### src/rtl/lfra_pkg.sv
// ----------------------------------------------------------------------------
// lfra_pkg: shared types and constants
// Field widths, queue sizing and the booking request type for the
// lowest free room allocator.
// ----------------------------------------------------------------------------
`default_nettype none

package lfra_pkg;

  localparam int IN_TIME_W   = 32;
  localparam int OUT_TIME_W  = 48;
  localparam int CNT_W       = 32;
  localparam int ROOM_W      = 4;
  localparam int CFG_W       = 5;
  localparam int QUEUE_DEPTH = 2;

  localparam logic [CFG_W-1:0] NUM_ROOMS_RST = 5'd16;

  typedef struct packed {
    logic [IN_TIME_W-1:0] start_time;
    logic [IN_TIME_W-1:0] dur;
    logic                 new_set;
  } lfra_req_t;

  typedef struct packed {
    logic full;
    logic empty;
  } lfra_qstat_t;

endpackage

`default_nettype wire

### src/rtl/lfra_if.sv
// ----------------------------------------------------------------------------
// lfra_if: channel interfaces
// Valid/ready channels for booking requests, results and configuration.
// ----------------------------------------------------------------------------
`default_nettype none

interface lfra_in_if import lfra_pkg::*; ();
  logic                 valid;
  logic                 ready;
  logic [IN_TIME_W-1:0] start_time;
  logic [IN_TIME_W-1:0] end_time;
  logic                 new_set;

  modport source(output valid, start_time, end_time, new_set, input ready);
  modport sink(input valid, start_time, end_time, new_set, output ready);
endinterface

interface lfra_out_if import lfra_pkg::*; ();
  logic                  valid;
  logic                  ready;
  logic [ROOM_W-1:0]     room;
  logic [OUT_TIME_W-1:0] actual_start;
  logic [OUT_TIME_W-1:0] actual_end;
  logic [ROOM_W-1:0]     most_booked_room;
  logic [CNT_W-1:0]      most_booked_count;

  modport source(output valid, room, actual_start, actual_end, most_booked_room,
                 most_booked_count, input ready);
  modport sink(input valid, room, actual_start, actual_end, most_booked_room,
               most_booked_count, output ready);
endinterface

interface lfra_cfg_if import lfra_pkg::*; ();
  logic             valid;
  logic             ready;
  logic [CFG_W-1:0] num_rooms;

  modport source(output valid, num_rooms, input ready);
  modport sink(input valid, num_rooms, output ready);
endinterface

`default_nettype wire

### src/rtl/lfra_queue.sv
// ----------------------------------------------------------------------------
// lfra_queue: request queue
// Short FIFO of classified requests between the front and back ends.
// ----------------------------------------------------------------------------
`default_nettype none

module lfra_queue import lfra_pkg::*; (
  input  logic        clk,
  input  logic        rst_n,
  input  logic        push,
  input  lfra_req_t   push_data,
  input  logic        pop,
  output lfra_req_t   head,
  output lfra_qstat_t stat
);

  localparam int PW = (QUEUE_DEPTH > 1) ? $clog2(QUEUE_DEPTH) : 1;
  localparam int CW = $clog2(QUEUE_DEPTH + 1);

  lfra_req_t       slot_r [QUEUE_DEPTH];
  logic [PW-1:0]   wr_ptr_r;
  logic [PW-1:0]   rd_ptr_r;
  logic [CW-1:0]   count_r;
  logic [CW-1:0]   count_nxt;
  logic            do_push;
  logic            do_pop;

  assign stat.full  = (count_r == CW'(QUEUE_DEPTH));
  assign stat.empty = (count_r == '0);
  assign do_push    = push && !stat.full;
  assign do_pop     = pop && !stat.empty;
  assign head       = slot_r[rd_ptr_r];

  always_comb begin
    count_nxt = count_r;
    if (do_push && !do_pop) begin
      count_nxt = count_r + 1'b1;
    end else if (do_pop && !do_push) begin
      count_nxt = count_r - 1'b1;
    end
  end

  always_ff @(posedge clk) begin
    if (!rst_n) begin
      wr_ptr_r <= '0;
      rd_ptr_r <= '0;
      count_r  <= '0;
    end else begin
      count_r <= count_nxt;
      if (do_push) begin
        wr_ptr_r <= (wr_ptr_r == PW'(QUEUE_DEPTH - 1)) ? '0 : wr_ptr_r + 1'b1;
      end
      if (do_pop) begin
        rd_ptr_r <= (rd_ptr_r == PW'(QUEUE_DEPTH - 1)) ? '0 : rd_ptr_r + 1'b1;
      end
    end
  end

  always_ff @(posedge clk) begin
    if (do_push) begin
      slot_r[wr_ptr_r] <= push_data;
    end
  end

endmodule

`default_nettype wire

### src/rtl/lfra_front.sv
// ----------------------------------------------------------------------------
// lfra_front: request front end
// Accepts booking items, derives the duration and pushes them to the queue.
// ----------------------------------------------------------------------------
`default_nettype none

module lfra_front import lfra_pkg::*; (
  lfra_in_if.sink     in_chan,
  input  lfra_qstat_t q_stat,
  output logic        push,
  output lfra_req_t   req
);

  assign in_chan.ready  = !q_stat.full;
  assign push           = in_chan.valid && !q_stat.full;
  assign req.start_time = in_chan.start_time;
  assign req.new_set    = in_chan.new_set;
  // clamp to zero when end does not follow start
  assign req.dur        = (in_chan.end_time > in_chan.start_time) ?
                          (in_chan.end_time - in_chan.start_time) : '0;

endmodule

`default_nettype wire

### src/rtl/lfra_back.sv
// ----------------------------------------------------------------------------
// lfra_back: allocation back end
// Scans room state one room per cycle, picks a room, updates the free time
// and use count, and holds the result in an output register.
// ----------------------------------------------------------------------------
`default_nettype none

module lfra_back import lfra_pkg::*; #(
  parameter int ROOMS     = 16,
  parameter int TIME_BITS = 48
) (
  input  logic             clk,
  input  logic             rst_n,
  input  logic [CFG_W-1:0] num_rooms,
  input  lfra_req_t        head,
  input  lfra_qstat_t      q_stat,
  output logic             pop,
  lfra_out_if.source       out_chan
);

  localparam int RW = (ROOMS > 1) ? $clog2(ROOMS) : 1;
  localparam int NW = $clog2(ROOMS + 1);
  localparam int SW = TIME_BITS + 1;
  localparam logic [TIME_BITS-1:0] TIME_MAX = '1;
  localparam logic [CNT_W-1:0]     CNT_MAX  = '1;

  typedef enum logic [1:0] {S_IDLE, S_SCAN, S_DRAIN, S_FIN} state_t;

  state_t                state_r;
  logic [TIME_BITS-1:0]  free_mem [ROOMS];
  logic [CNT_W-1:0]      cnt_mem [ROOMS];
  logic [TIME_BITS-1:0]  rd_free_r;
  logic [CNT_W-1:0]      rd_cnt_r;
  logic [ROOMS-1:0]      vld_r;
  logic [TIME_BITS-1:0]  clock_now_r;
  logic [TIME_BITS-1:0]  t_r;
  logic [TIME_BITS-1:0]  min_r;
  logic [IN_TIME_W-1:0]  dur_r;
  logic [NW-1:0]         n_r;
  logic [NW-1:0]         iss_r;
  logic                  dv_r;
  logic [RW-1:0]         didx_r;
  logic                  found_r;
  logic [RW-1:0]         pick_r;
  logic [RW-1:0]         min_idx_r;
  logic [RW-1:0]         best_idx_r;
  logic [CNT_W-1:0]      pick_cnt_r;
  logic [CNT_W-1:0]      min_cnt_r;
  logic [CNT_W-1:0]      best_cnt_r;
  logic                  out_valid_r;
  logic [ROOM_W-1:0]     out_room_r;
  logic [OUT_TIME_W-1:0] out_start_r;
  logic [OUT_TIME_W-1:0] out_end_r;
  logic [ROOM_W-1:0]     out_best_room_r;
  logic [CNT_W-1:0]      out_best_cnt_r;

  logic [NW-1:0]         n_eff;
  logic [TIME_BITS-1:0]  clk_base;
  logic [TIME_BITS-1:0]  start_ext;
  logic [TIME_BITS-1:0]  t_start;
  logic [TIME_BITS-1:0]  cur_free;
  logic [CNT_W-1:0]      cur_cnt;
  logic [RW-1:0]         fin_idx;
  logic [TIME_BITS-1:0]  fin_t;
  logic [SW-1:0]         fin_sum;
  logic [TIME_BITS-1:0]  fin_end;
  logic [CNT_W-1:0]      fin_old;
  logic [CNT_W-1:0]      fin_cnt;
  logic [RW-1:0]         nb_idx;
  logic [CNT_W-1:0]      nb_cnt;
  logic                  out_free;
  logic                  wr_en;

  always_comb begin
    if (num_rooms == '0) begin
      n_eff = NW'(1);
    end else if (int'(num_rooms) > ROOMS) begin
      n_eff = NW'(ROOMS);
    end else begin
      n_eff = NW'(num_rooms);
    end
  end

  assign clk_base  = head.new_set ? '0 : clock_now_r;
  assign start_ext = TIME_BITS'(head.start_time);
  assign t_start   = (clk_base > start_ext) ? clk_base : start_ext;

  assign cur_free  = vld_r[didx_r] ? rd_free_r : '0;
  assign cur_cnt   = vld_r[didx_r] ? rd_cnt_r : '0;

  assign fin_idx   = found_r ? pick_r : min_idx_r;
  assign fin_t     = found_r ? t_r : min_r;
  assign fin_old   = found_r ? pick_cnt_r : min_cnt_r;
  assign fin_cnt   = (fin_old == CNT_MAX) ? fin_old : fin_old + 1'b1;
  assign fin_sum   = {1'b0, fin_t} + SW'(dur_r);
  assign fin_end   = fin_sum[TIME_BITS] ? TIME_MAX : fin_sum[TIME_BITS-1:0];

  always_comb begin
    nb_idx = best_idx_r;
    nb_cnt = best_cnt_r;
    if (fin_idx == best_idx_r || fin_cnt > best_cnt_r ||
        (fin_cnt == best_cnt_r && fin_idx < best_idx_r)) begin
      nb_idx = fin_idx;
      nb_cnt = fin_cnt;
    end
  end

  assign out_free = !out_valid_r || out_chan.ready;
  assign pop      = (state_r == S_IDLE) && !q_stat.empty;
  assign wr_en    = (state_r == S_FIN) && out_free;

  always_ff @(posedge clk) begin
    rd_free_r <= free_mem[iss_r[RW-1:0]];
    rd_cnt_r  <= cnt_mem[iss_r[RW-1:0]];
    if (wr_en) begin
      free_mem[fin_idx] <= fin_end;
      cnt_mem[fin_idx]  <= fin_cnt;
    end
  end

  always_ff @(posedge clk) begin
    if (!rst_n) begin
      state_r     <= S_IDLE;
      vld_r       <= '0;
      clock_now_r <= '0;
      dv_r        <= 1'b0;
      out_valid_r <= 1'b0;
    end else begin
      dv_r        <= (state_r == S_SCAN);
      out_valid_r <= wr_en || (out_valid_r && !out_chan.ready);
      case (state_r)
        S_IDLE: begin
          if (!q_stat.empty) begin
            if (head.new_set) begin
              vld_r       <= '0;
              clock_now_r <= '0;
            end
            t_r        <= t_start;
            dur_r      <= head.dur;
            n_r        <= n_eff;
            iss_r      <= '0;
            found_r    <= 1'b0;
            min_r      <= TIME_MAX;
            min_idx_r  <= '0;
            min_cnt_r  <= '0;
            best_idx_r <= '0;
            best_cnt_r <= '0;
            state_r    <= S_SCAN;
          end
        end
        S_SCAN: begin
          didx_r <= iss_r[RW-1:0];
          iss_r  <= iss_r + 1'b1;
          if (iss_r == n_r - 1'b1) begin
            state_r <= S_DRAIN;
          end
        end
        S_DRAIN: begin
          state_r <= S_FIN;
        end
        S_FIN: begin
          if (out_free) begin
            vld_r[fin_idx]  <= 1'b1;
            clock_now_r     <= fin_t;
            out_room_r      <= ROOM_W'(fin_idx);
            out_start_r     <= OUT_TIME_W'(fin_t);
            out_end_r       <= OUT_TIME_W'(fin_end);
            out_best_room_r <= ROOM_W'(nb_idx);
            out_best_cnt_r  <= nb_cnt;
            state_r         <= S_IDLE;
          end
        end
        default: begin
          state_r <= S_IDLE;
        end
      endcase
      if (dv_r) begin
        if (!found_r && cur_free <= t_r) begin
          found_r    <= 1'b1;
          pick_r     <= didx_r;
          pick_cnt_r <= cur_cnt;
        end
        if (didx_r == '0 || cur_free < min_r) begin
          min_r     <= cur_free;
          min_idx_r <= didx_r;
          min_cnt_r <= cur_cnt;
        end
        if (didx_r == '0 || cur_cnt > best_cnt_r) begin
          best_idx_r <= didx_r;
          best_cnt_r <= cur_cnt;
        end
      end
    end
  end

  assign out_chan.valid             = out_valid_r;
  assign out_chan.room              = out_room_r;
  assign out_chan.actual_start      = out_start_r;
  assign out_chan.actual_end        = out_end_r;
  assign out_chan.most_booked_room  = out_best_room_r;
  assign out_chan.most_booked_count = out_best_cnt_r;

endmodule

`default_nettype wire

### src/rtl/lowest_free_room_allocator.sv
// The back end takes one item at a time and scans the room state memories
// one room per cycle; it pops no new item until its result is registered.
// The front end keeps accepting up to two items into its queue meanwhile.
// Reset: synchronous, active low; clears all room state, the clock, the
// queue and the output register; the room count returns to 16.
// ----------------------------------------------------------------------------
// lowest_free_room_allocator: top level
// Configuration register plus front end, request queue and back end.
// ----------------------------------------------------------------------------
`default_nettype none

module lowest_free_room_allocator import lfra_pkg::*; #(
  parameter int ROOMS     = 16,
  parameter int TIME_BITS = 48
) (
  input  logic        clk,
  input  logic        rst_n,
  lfra_cfg_if.sink    cfg_chan,
  lfra_in_if.sink     in_chan,
  lfra_out_if.source  out_chan
);

  logic [CFG_W-1:0] num_rooms_r;
  logic             q_push;
  logic             q_pop;
  lfra_req_t        q_in;
  lfra_req_t        q_head;
  lfra_qstat_t      q_stat;

  assign cfg_chan.ready = 1'b1;

  always_ff @(posedge clk) begin
    if (!rst_n) begin
      num_rooms_r <= NUM_ROOMS_RST;
    end else if (cfg_chan.valid) begin
      num_rooms_r <= cfg_chan.num_rooms;
    end
  end

  lfra_front u_front (
    .in_chan (in_chan),
    .q_stat  (q_stat),
    .push    (q_push),
    .req     (q_in)
  );

  lfra_queue u_queue (
    .clk       (clk),
    .rst_n     (rst_n),
    .push      (q_push),
    .push_data (q_in),
    .pop       (q_pop),
    .head      (q_head),
    .stat      (q_stat)
  );

  lfra_back #(
    .ROOMS     (ROOMS),
    .TIME_BITS (TIME_BITS)
  ) u_back (
    .clk       (clk),
    .rst_n     (rst_n),
    .num_rooms (num_rooms_r),
    .head      (q_head),
    .q_stat    (q_stat),
    .pop       (q_pop),
    .out_chan  (out_chan)
  );

endmodule

`default_nettype wire

### src/flat_wrapper.sv
// flat-port wrapper written by rule: the top's interface ports become plain ports
module lowest_free_room_allocator_flat import lfra_pkg::*;
#(
  parameter int ROOMS     = 16,
  parameter int TIME_BITS = 48
)
  (clk, rst_n, cfg_chan_valid, cfg_chan_num_rooms, cfg_chan_ready, in_chan_valid, in_chan_start_time, in_chan_end_time, in_chan_new_set, in_chan_ready, out_chan_valid, out_chan_room, out_chan_actual_start, out_chan_actual_end, out_chan_most_booked_room, out_chan_most_booked_count, out_chan_ready);
  lfra_cfg_if cfg_chan_i ();
  lfra_in_if in_chan_i ();
  lfra_out_if out_chan_i ();
  input  logic clk;
  input  logic rst_n;
  input wire logic [$bits(cfg_chan_i.valid)-1:0] cfg_chan_valid;
  input wire logic [$bits(cfg_chan_i.num_rooms)-1:0] cfg_chan_num_rooms;
  output wire logic [$bits(cfg_chan_i.ready)-1:0] cfg_chan_ready;
  input wire logic [$bits(in_chan_i.valid)-1:0] in_chan_valid;
  input wire logic [$bits(in_chan_i.start_time)-1:0] in_chan_start_time;
  input wire logic [$bits(in_chan_i.end_time)-1:0] in_chan_end_time;
  input wire logic [$bits(in_chan_i.new_set)-1:0] in_chan_new_set;
  output wire logic [$bits(in_chan_i.ready)-1:0] in_chan_ready;
  output wire logic [$bits(out_chan_i.valid)-1:0] out_chan_valid;
  output wire logic [$bits(out_chan_i.room)-1:0] out_chan_room;
  output wire logic [$bits(out_chan_i.actual_start)-1:0] out_chan_actual_start;
  output wire logic [$bits(out_chan_i.actual_end)-1:0] out_chan_actual_end;
  output wire logic [$bits(out_chan_i.most_booked_room)-1:0] out_chan_most_booked_room;
  output wire logic [$bits(out_chan_i.most_booked_count)-1:0] out_chan_most_booked_count;
  input wire logic [$bits(out_chan_i.ready)-1:0] out_chan_ready;
  assign cfg_chan_i.valid = cfg_chan_valid;
  assign cfg_chan_i.num_rooms = cfg_chan_num_rooms;
  assign cfg_chan_ready = cfg_chan_i.ready;
  assign in_chan_i.valid = in_chan_valid;
  assign in_chan_i.start_time = in_chan_start_time;
  assign in_chan_i.end_time = in_chan_end_time;
  assign in_chan_i.new_set = in_chan_new_set;
  assign in_chan_ready = in_chan_i.ready;
  assign out_chan_valid = out_chan_i.valid;
  assign out_chan_room = out_chan_i.room;
  assign out_chan_actual_start = out_chan_i.actual_start;
  assign out_chan_actual_end = out_chan_i.actual_end;
  assign out_chan_most_booked_room = out_chan_i.most_booked_room;
  assign out_chan_most_booked_count = out_chan_i.most_booked_count;
  assign out_chan_i.ready = out_chan_ready;
  lowest_free_room_allocator #(.ROOMS(ROOMS), .TIME_BITS(TIME_BITS)) u_core (.clk(clk), .rst_n(rst_n), .cfg_chan(cfg_chan_i), .in_chan(in_chan_i), .out_chan(out_chan_i));
endmodule
### config.mk
export PLATFORM = sky130hd
export DESIGN_NAME = lowest_free_room_allocator_flat
export DESIGN_NICKNAME = d
export VERILOG_FILES = /design/src/rtl/lfra_pkg.sv /design/src/rtl/lfra_if.sv /design/src/rtl/lfra_queue.sv /design/src/rtl/lfra_front.sv /design/src/rtl/lfra_back.sv /design/src/rtl/lowest_free_room_allocator.sv /design/src/flat_wrapper.sv
export SDC_FILE = /design/constraint.sdc
export NUM_CORES = 2
export LEC_CHECK = 0
export BUFFER_PORTS_ARGS = -buffer_cell sky130_fd_sc_hd__buf_2
export CAP_MARGIN = 10
export CORE_ASPECT_RATIO = 0.8
export CORE_MARGIN = 5
export CORE_UTILIZATION = 56
export CTS_CLUSTER_SIZE = 14
export DETAILED_ROUTE_END_ITERATION = 6
export GPL_TIMING_DRIVEN = 0
export PLACE_DENSITY = 0.73
export SLEW_MARGIN = 20
export SYNTH_ARGS = -nofsm -noshare
export SYNTH_HDL_FRONTEND = slang
export SYNTH_SLANG_ARGS = --single-unit
### constraint.sdc
create_clock -name clk -period 17.4 [get_ports clk]
set_input_delay 2.61 -clock clk [delete_from_list [all_inputs] [get_ports clk]]
set_output_delay 2.61 -clock clk [all_outputs]
set_load 0.02 [all_outputs]
==> impl_results.md <==
* Switching pwr at 5980 uW
* Tot GR Track Use at 29.6%
* Hold Path Class: reg -> reg
* Num CTS Buffers at 185
* FP Rows at 127
* Die area at 158,000 um^2
* Fin worst setup slack at 6.75 ns
* CTS tree: yes
* Post-synthesis sequential area ratio at 68.0%
* Total gr overflow at 0
* Max Cap Viol at 0
* Nets@finish at 6,424
* Critical path class: reg -> reg
* Leak pwr at 0.0352 uW
* PortBufs at 211
* Max transition margin at 16.5%
* CP Capture Type: flop
* DP Wirelength at 168,000 um
* Design internal power at 10,500 uW
* Failing checks: design-rule violations
* RSZ-0062 raised after global routing: no
* Worst-path clk slew at 0.06 ns
* Fin crit period at 10.65 ns
* Cell Count, Final, Fillers Out at 8,242
* Clk_lat worst skew at 0.83 ns
* Inst Count DP at 7,890
* Post-Syn Instances at 5,573
* Run status: finished with violations
* Reg power frac at 41.5%
* H-tree levels at 4
* Routed len/inst at 28.9 um
* Number of synthesized flops with an enable pin at 1,797
* DP Worst Slack at 6.89 ns
* F_max at 93.9 MHz
* Gate power share at 34.3%
* Total negative setup slack at 0 ns
* Cts hold-fix bufs at 0
* Final hold vios at 0
* Crit path max fanout at 18
* Skew final at 0.0375 ns
* Core Util, Final at 64.3%
* Vias per cell at 6.37
* Antenna violations before repair at 8
* Vias in the first global route at 50,600
* Post-CTS Setup Repair Bufs at 0
* Clock power share at 24.2%
* Share of post-route cells with drive strength above 1 at 16.6%
* Die span in y at 356 um
* Switching portion of total power at 36.3%
* Vias after detailed routing at 52,500
* Fill count at 10,600
* Sink Count at 1,955
* Commonest cells after routing, fill and taps aside: 1,797 x edfxtp_1, 369 x mux2i_1, 361 x nand2_1
* PwrDens at 172 nW/um^2
* Async SR Flop Fraction at 0%
* WP data arrival at 11.20 ns
* Peak supply drop at 0.257 mV
* Gpl congestion at 0.953
* Drt first-iter violations at 6,912
* Most common cell after layout, fill and taps aside: edfxtp_1
* Final antenna-violating net count at 0
* Placed cell area at 90,000 um^2
* Io pins at 214
* Root Driver: clkbuf_16
* Post-Syn Nets at 5,919
* Worst-Margin Slew at 1.25 ns
* WL final at 238,000 um
* Final instance area at 96,100 um^2
* Worst-case clock buffer depth at 3
* Required @ worst endpoint at 17.95 ns
* Setup violations, final at 0
* Average size of a mapped cell at 15.1 um^2
* Initial Util at 56.2%
* Residual DRC at 1
* First-pass GRT wire length at 342,000 um
* Startpoint Class: flop
* Core footprint at 149,000 um^2
* Yosys cell types at 80
* Horiz. Die Dim at 443 um
* Warnings from Yosys at 0
* Final worst-path cycle share at 61.2%
* Largest net degree at the start of global routing at 82
* Fin. max-slew vios at 0
* Synthesis-to-finish area growth at 14.4%
* TritonRoute pass-1 iters at 7
* #FFs+latches synth at 1,955
* Cell Area, Synth at 84,000 um^2
* Post-CTS Resized at 0
* Post-synth top flop: edfxtp_1
==> flip-flops by register name, summed over array words and instances (netlist names), 5 cells and up, named ones only <==
register / flops
u_core.u_back.free_mem: 768
u_core.u_back.cnt_mem: 512
u_core.u_queue.slot_r: 130
u_core.u_back.clock_now_r: 48
u_core.u_back.min_r: 48
u_core.u_back.out_chan.actual_end: 48
u_core.u_back.out_chan.actual_start: 48
u_core.u_back.rd_free_r: 48
u_core.u_back.t_r: 48
u_core.u_back.best_cnt_r: 32
u_core.u_back.dur_r: 32
u_core.u_back.min_cnt_r: 32
u_core.u_back.out_chan.most_booked_count: 32
u_core.u_back.pick_cnt_r: 32
u_core.u_back.rd_cnt_r: 32
u_core.u_back.vld_r: 16
u_core.num_rooms_r: 5
u_core.u_back.iss_r: 5
u_core.u_back.n_r: 5
==> layout make-up <==
cell class | count | area [um^2] | area share (%)
Buffer | 254 | 1030 | 1.07
Sequential cell | 1955 | 57100 | 59.5
Inverter | 264 | 991 | 1.03
Tap cell | 1999 | 2500 | 2.60
Timing Repair Buffer | 318 | 3180 | 3.31
Multi-Input combinational cell | 3100 | 25300 | 26.3
Clock buffer | 253 | 5180 | 5.39
Antenna cell | 6 | 15.0 | 0.0156
Clock inverter | 93 | 797 | 0.830
==> cells in the mapped netlist (all sizes together), types with 5 or more instances <==
| cell type | count | share of area (%) |
|---|---|---|
| a211o | 7 | 0.073 |
| a211oi | 16 | 0.15 |
| a21o | 85 | 0.76 |
| a21oi | 229 | 1.4 |
| a221oi | 85 | 0.89 |
| a22oi | 129 | 1.2 |
| a311oi | 5 | 0.052 |
| a31oi | 56 | 0.42 |
| and2 | 86 | 0.64 |
| and3 | 48 | 0.36 |
| buf | 71 | 0.37 |
| clkbuf | 183 | 0.82 |
| dfxtp | 158 | 3.8 |
| edfxtp | 1797 | 64 |
| ha | 269 | 4.0 |
| inv | 263 | 1.2 |
| mux2 | 155 | 2.1 |
| mux2i | 372 | 4.4 |
| mux4 | 165 | 4.4 |
| nand2 | 361 | 1.6 |
| nand2b | 20 | 0.15 |
| nand3 | 47 | 0.28 |
| nand3b | 10 | 0.089 |
| nand4 | 49 | 0.37 |
| nor2 | 241 | 1.1 |
| nor2b | 32 | 0.24 |
| nor3 | 21 | 0.13 |
| nor4 | 12 | 0.089 |
| o2111ai | 8 | 0.083 |
| o211ai | 13 | 0.12 |
| o21a | 80 | 0.72 |
| o21ai | 299 | 1.8 |
| o21bai | 8 | 0.072 |
| o22ai | 5 | 0.037 |
| o2bb2ai | 7 | 0.073 |
| o31ai | 5 | 0.045 |
| or2 | 5 | 0.037 |
| or3 | 5 | 0.037 |
| xnor2 | 57 | 0.59 |
| xor2 | 51 | 0.53 |
==> cells by family (layout without fill, tap and decap cells) <==
kind of cell | after synthesis | count (layout) | synth area share [%]
AO/OA/AOI/OAI | 1070 | 1070 | 8.14
XOR/XNOR | 108 | 108 | 1.13
adder cells (fa/ha/maj) | 271 | 271 | 4.06
buffers and inverters | 518 | 1182 | 2.37
flip-flops | 1955 | 1955 | 68.0
multiplexers | 692 | 692 | 10.9
other | 1 | 7 | 0.00447
AND/OR/NAND/NOR | 958 | 958 | 5.33
==> critical path: stages (launching register included) <==
cell and delay [ns]:
edfxtp_1 0.41, buf_2 0.36, buf_1 0.69, buf_2 0.39
buf_2 0.43, buf_2 0.53, buf_1 0.84, mux2i_1 0.17
inv_1 0.15, ha_1 0.22, nand2b_1 0.18, or4_1 0.67
nor2_2 0.49, nor2b_1 0.10, buf_2 0.21, nand2_1 0.15
nor2_1 0.09, xnor2_2 0.72, ha_1 0.30, nand2_1 0.08
nor3_1 0.34, nand2_1 0.16, nor4_1 0.85, o2111ai_1 0.24
o21ai_2 0.39, clkbuf_1 0.69, mux2_2 0.47
==> metrics by stage <==
stage | hold slack [ns] | total power (uW)
after CTS | 0.467 | 16400
after global routing | 0.487 | 17100
final | 0.466 | 16500
after global placement | 0.426 | 12200
after detailed placement | 0.439 | 12400
after floorplan | 0.421 | 10100
==> per-layer routing <==
layer / GRT usage, % / part of all wire [%] / vias up
li1: - / - / 22500
met1: 42.1 / 40 / 26300
met2: 45.1 / 45 / 3176
met3: 6.85 / 11 / 511
met4: 11.4 / 4.0 / 2
met5: 0 / 0.0055 / -
==> final timing paths <==
kind / startpoint / to / slack (ns) / depth (start not counted)
worst min-delay path: u_core.u_back.iss_r[3]$_SDFFCE_PN0P_ / u_core.u_back.didx_r[3]$_DFFE_PP_ / 0.47 / 0
worst min register to register: u_core.u_back.iss_r[3]$_SDFFCE_PN0P_ / u_core.u_back.didx_r[3]$_DFFE_PP_ / 0.47 / 0
worst max register to register: u_core.u_back.found_r$_DFFE_PP_ / u_core.u_back.out_chan.most_booked_count[15]$_DFFE_PP_ / 6.75 / 26
worst max-delay path: u_core.u_back.found_r$_DFFE_PP_ / u_core.u_back.out_chan.most_booked_count[15]$_DFFE_PP_ / 6.75 / 26
==> power groups by stage <==
stage          combinational [uW]  clock, uW  sequential (uW)
2_1_floorplan                3270          0             6860
3_3_place_gp                 5220          0             6960
3_5_place_dp                 5480          0             6930
4_1_cts                      5520       4020             6830
5_1_grt                      5960       4220             6870
6_report                     5650       3990             6840
(Power assumes the default switching activity.)
